`config.mk`:
```
export PLATFORM = sky130hd
export DESIGN_NAME = dscc_ram
export DESIGN_NICKNAME = d
export VERILOG_FILES = /design/src/hw/rtl/dscc_ram.sv
export SDC_FILE = /design/constraint.sdc
export NUM_CORES = 2
export LEC_CHECK = 0
export BUFFER_PORTS_ARGS = -buffer_cell sky130_fd_sc_hd__buf_4
export CORE_ASPECT_RATIO = 1.1
export CORE_UTILIZATION = 48
export CTS_CLUSTER_DIAMETER = 40
export DETAILED_ROUTE_END_ITERATION = 6
export GPL_ROUTABILITY_DRIVEN = 0
export PLACE_DENSITY = 0.7
export SETUP_SLACK_MARGIN = 0.4
export SLEW_MARGIN = 20
export SYNTH_ARGS = -nofsm -noshare
export SYNTH_HDL_FRONTEND = slang
export SYNTH_SLANG_ARGS = --single-unit
```
`constraint.sdc`:
```
create_clock -name clk -period 4.9 [get_ports clk]
set_input_delay 0.98 -clock clk [delete_from_list [all_inputs] [get_ports clk]]
set_output_delay 0.98 -clock clk [all_outputs]
set_load 0.01 [all_outputs]
```
`src/hw/rtl/dscc_ram.sv`:
```
// Generic single-write, single-read RAM with registered read data.
// No dependencies.
module dscc_ram #(
  parameter int WIDTH = 16,
  parameter int DEPTH = 256
) (
  input  logic                     clk,
  input  logic                     we,
  input  logic [$clog2(DEPTH)-1:0] waddr,
  input  logic [WIDTH-1:0]         wdata,
  input  logic [$clog2(DEPTH)-1:0] raddr,
  output logic [WIDTH-1:0]         rdata
);

  logic [WIDTH-1:0] mem [DEPTH];

  // Write port and registered read port.
  always_ff @(posedge clk) begin
    if (we) begin
      mem[waddr] <= wdata;
    end
    rdata <= mem[raddr];
  end

endmodule

```
## Word-level counts from Yosys, hierarchy flattened

Memories as Yosys holds them, arrays and structs flattened. A register that Yosys moved wholly into a read port is not among the register bits.
Cells that the tools add are included.
Widths: inputs -> output; s select.

| storage, ports and cells | value |
|---|---|
| memories | 1 |
| word-level logic and storage cells | 3 |
| flip-flop bits (word level) | 0 |
| output and inout port bits | 16 |
| input bits | 34 |
| RAM bits | 4,096 |

| cells by class | value |
|---|---|
| multiplexer cells | 2 |

Memories:

| memory | words | bits a word | rd ports | clocked after Yosys merged registers in | write ports | line | text |
|---|---|---|---|---|---|---|---|
| mem | 256 | 16 | 1 | 1 | 1 | 15 | `logic [WIDTH-1:0] mem [DEPTH];` |

Operators by type and width:

| kind | number |
|---|---|
| $mux 1 | 2 |

## Longest topological paths before layout

| depth | value |
|---|---|
| depth after elaboration | 2 |
| mapped depth | 12 |

## Least setup slack after synthesis

OpenSTA, ideal clock, no wires.

| timing path | value |
|---|---|
| path type | in2reg |
| start point | input port waddr[3] |
| end point | memory mem[235][0] (enable) |
| data arrival time | 2.757 ns |
| slack | 1.755 ns |
| library setup time | 0.388 ns |
| stages on the path | 6 |
| required time | 4.512 ns |
| cell sequence | clkbuf_1 nor2b_1 clkbuf_1 nand4_1 clkbuf_1 nor2_1 |

RTL lines:

| element | line | text |
|---|---|---|
| from (decl) | 9 | `input logic [$clog2(DEPTH)-1:0] waddr,` |
| to (decl) | 15 |  |

Straight into the memory's write port.

==> metrics.md <==
| Metric | Value |
|---|---|
| Post-synthesis cell type count | 52 |
| MaxCap Viol Count | 0 |
| CTS tree | built |
| Final period utilization | between 70% and 80% |
| Sw Ratio | 21.69% |
| CP Class | input port to register |
| Min Hold Slack | between 0.3 and 0.4 ns |
| Type of the tightest min-delay check | input port to register |
| CTS max path bufs | 4 |
| P_leak | ~59 nW |
| Async SR Flop Fraction | 0% |
| Final hold vios | 0 |
| Syn_nets | 7,394 |
| Synth Instances | 7,360 |
| CP max-delay cell | o32ai_1 |
| Setup TNS | 0 ns |
| F_max | 0.2657 GHz |
| Die span in x | 550.3 um |
| Clk_lat worst skew | roughly 1.0 ns |
| R2r endpoint | rdata[13] |
| Core area | 329,300 um2 |
| Hold wc startpoint | wdata[3] |
| Cells after DPL | 11,910 |
| RSZ-0062 raised after global routing | no |
| Mapped cell area | about 160,000 um2 |
| Sw Pwr | 0.01688 W |
| DR pass1 iterations | 6 |
| Per-cell routed wire length | around 33 um |
| I/O Pins | 50 |
| Slew @ Worst Pin | between 1 and 1.5 ns |
| Most common cell after layout, fill and taps aside | edfxtp_1 |
| Grt ovf | 0 |
| Layout cell share with drive strength beyond 1 | between 20 and 30% |
| Setup bufs post-CTS | 0 |
| Critical-path cell list | buf_16 -> buf_4 -> mux4_2 -> mux4_2 -> a22o_1 -> o32ai_1 -> buf_4 -> nor4_1 |
| Root buf cell | clkbuf_16 |
| Startpoint types | input port |
| Total CTS buffers | 472 |
| Vias | 81,580 |
| Port Buffers | between 40 and 50 |
| Die H | around 600 um |
| Synth warn | 0 |
| FF-to-FF path depth | 7 |
| Clock Power Share | 45.3% |
| Drt total wl | 417,900 um |
| ANT nets after route | 0 |
| Yosys reg bits | ~4,100 |
| VDD IR-drop max | 0.4048 mV |
| Seq pwr share | 49.9% |
| Setup Viol. Count Final | 0 |
| Antenna violations before repair | 19 |
| Die footprint | 333,000 um2 |
| Largest net degree at the start of global routing | about 150 |
| CP max FO | between 40 and 50 |
| Count of pins over their slew limit | 0 |
| Via-to-Cell Ratio | 6.373 |
| Initial core utilization | about half |
| FP Rows | 221 |
| H-tree depth | 5 |
| Clock Skews | roughly 0.10 ns |
| Syn_area_per_cell | approximately 22 um2 |
| DRC Markers | 0 |
| Worst path top cell family by delay | compound AO/OA/AOI/OAI gates |
| Critical Path RT | 5.75 ns |
| Total GRT Usage | 25.02% |
| Clock Pin Slew Worst Setup and Hold Paths | 0.06 ns |
| Crit end category | register |
| Slew HR | 17.83% |
| Fillcell total | 23,750 |
| Vias in the first global route | 81,250 |
| Layout Cells excl Fill | 12,800 |
| Final core utilization | ~56% |
| Area Overhead vs Synth | 15.69% |
| Power Density | 424.0 nW/um2 |
| Crit path DAT | 4.62 ns |
| Commonest cells after routing, fill and taps aside | edfxtp_1 (4,096), mux4_2 (797), buf_4 (570) |
| Slowest stage delay, CP | about 0.98 ns |
| Int Power | 0.06097 W |
| Power, Total | about 0.078 W |
| Synth Flop Type | edfxtp_1 |
| Reg2reg setup slack | between 1.5 and 2 ns |
| First-pass GRT wire length | 593,800 um |
| Combinational power share | 4.8% |
| Clock sink total | ~4,100 |
| Post-synth EDFFs | 4,096 |
| Post-DP HPWL | roughly 250,000 um |
| Initial drt markers | 10,990 |
| Minimum clock period | approximately 3.8 ns |
| Nets | 8,072 |
| Register area share after synthesis | slightly below 80% |
| CP Buf/Inv Count | 3 |
| Post-CTS Resized | 0 |
| R2R Path Start | mem[1][13] |
| Hold-fix buffers, CTS | 0 |
| Hold path endpoint | mem[185][3] |
| Hold Crit Depth | 1 |
| Status | finished, final reports clean |
-- power groups by stage --
stage / clock (W) / combinational [W] / sequential, W
after floorplan: 0 / 0.00191 / 0.0396
after global placement: 0 / 0.00360 / 0.0396
after detailed placement: 0 / 0.00368 / 0.0396
after CTS: 0.0356 / 0.00370 / 0.0389
after global routing: 0.0369 / 0.00385 / 0.0389
final: 0.0353 / 0.00371 / 0.0389
-- flip-flops by register name, indices dropped and copies added, names as in the netlist --
| name | count |
|---|---|
| rdata | 16 |
| mem | 4096 |
-- final cells by class --
| type | instances | area (um2) | area share (%) |
|---|---|---|---|
| Antenna cell | 12 | 30.03 | 0.01635 |
| Clock buffer | 538 | 12120 | 6.602 |
| Clock inverter | 338 | 3846 | 2.095 |
| Inverter | 4 | 27.53 | 0.01499 |
| Multi-Input combinational cell | 2792 | 32930 | 17.93 |
| Sequential cell | 4112 | 123300 | 67.16 |
| Tap cell | 4348 | 5440 | 2.963 |
| Timing Repair Buffer | 656 | 5908 | 3.218 |
-- routing by layer --
layer | wire, um | vias up | track usage [%]
met5 | 92 | - | 0
met4 | 22440 | 8 | 12.23
met3 | 42170 | 957 | 4.825
met2 | 200300 | 4943 | 39.89
met1 | 153000 | 42900 | 33.23
li1 | - | 32770 | -
-- metrics by stage --
stage | setup slack [ns] | instance area [um2]
3_5_place_dp | 0.1670 | 167600
4_1_cts | 1.220 | 183600
2_1_floorplan | 1.755 | 158700
3_3_place_gp | 0.1411 | 167600
5_1_grt | 1.126 | 183600
6_report | 1.136 | 183600
-- Yosys cell counts (9+ instances only) --
master | count | area (um2)
edfxtp_1 | 4096 | 123000
mux4_2 | 797 | 17950
mux2i_1 | 565 | 5655
nor2_1 | 304 | 1141
o221ai_1 | 252 | 2207
clkbuf_1 | 230 | 863.3
a21oi_1 | 175 | 875.8
o22ai_1 | 148 | 925.9
nor3_1 | 92 | 460.4
mux2_2 | 88 | 991.0
buf_6 | 77 | 867.1
buf_2 | 76 | 380.4
a22oi_1 | 43 | 322.8
nand2_1 | 38 | 142.6
o21ai_0 | 37 | 185.2
nand3_1 | 35 | 175.2
a22o_1 | 32 | 280.3
a221oi_1 | 28 | 245.2
buf_1 | 27 | 101.4
buf_4 | 26 | 195.2
nand4_1 | 26 | 162.7
o32ai_1 | 20 | 175.2
a211oi_1 | 18 | 135.1
nor4_1 | 17 | 106.4
dfxtp_1 | 16 | 320.3
o31ai_1 | 16 | 120.1
and3_1 | 11 | 68.82
buf_8 | 11 | 165.2
nor2b_1 | 9 | 56.30
-- logic make-up after synthesis --
family / after synthesis / synth area share [%]
flops: 4112 / 77.70
mux: 1450 / 15.50
compound gates: 786 / 3.537
simple gates: 556 / 1.574
buf+inv: 456 / 1.693
-- worst max path at each step --
stage	cells past startpoint	start	endpoint
finish	8	raddr[0]	rdata[13]
global placement	8	raddr[0]	rdata[13]
global route	8	raddr[0]	rdata[13]
detailed placement	8	raddr[0]	rdata[13]
floorplan	6	waddr[3]	mem[235][0]
CTS	8	raddr[0]	rdata[13]
(Power assumes the default switching activity.)
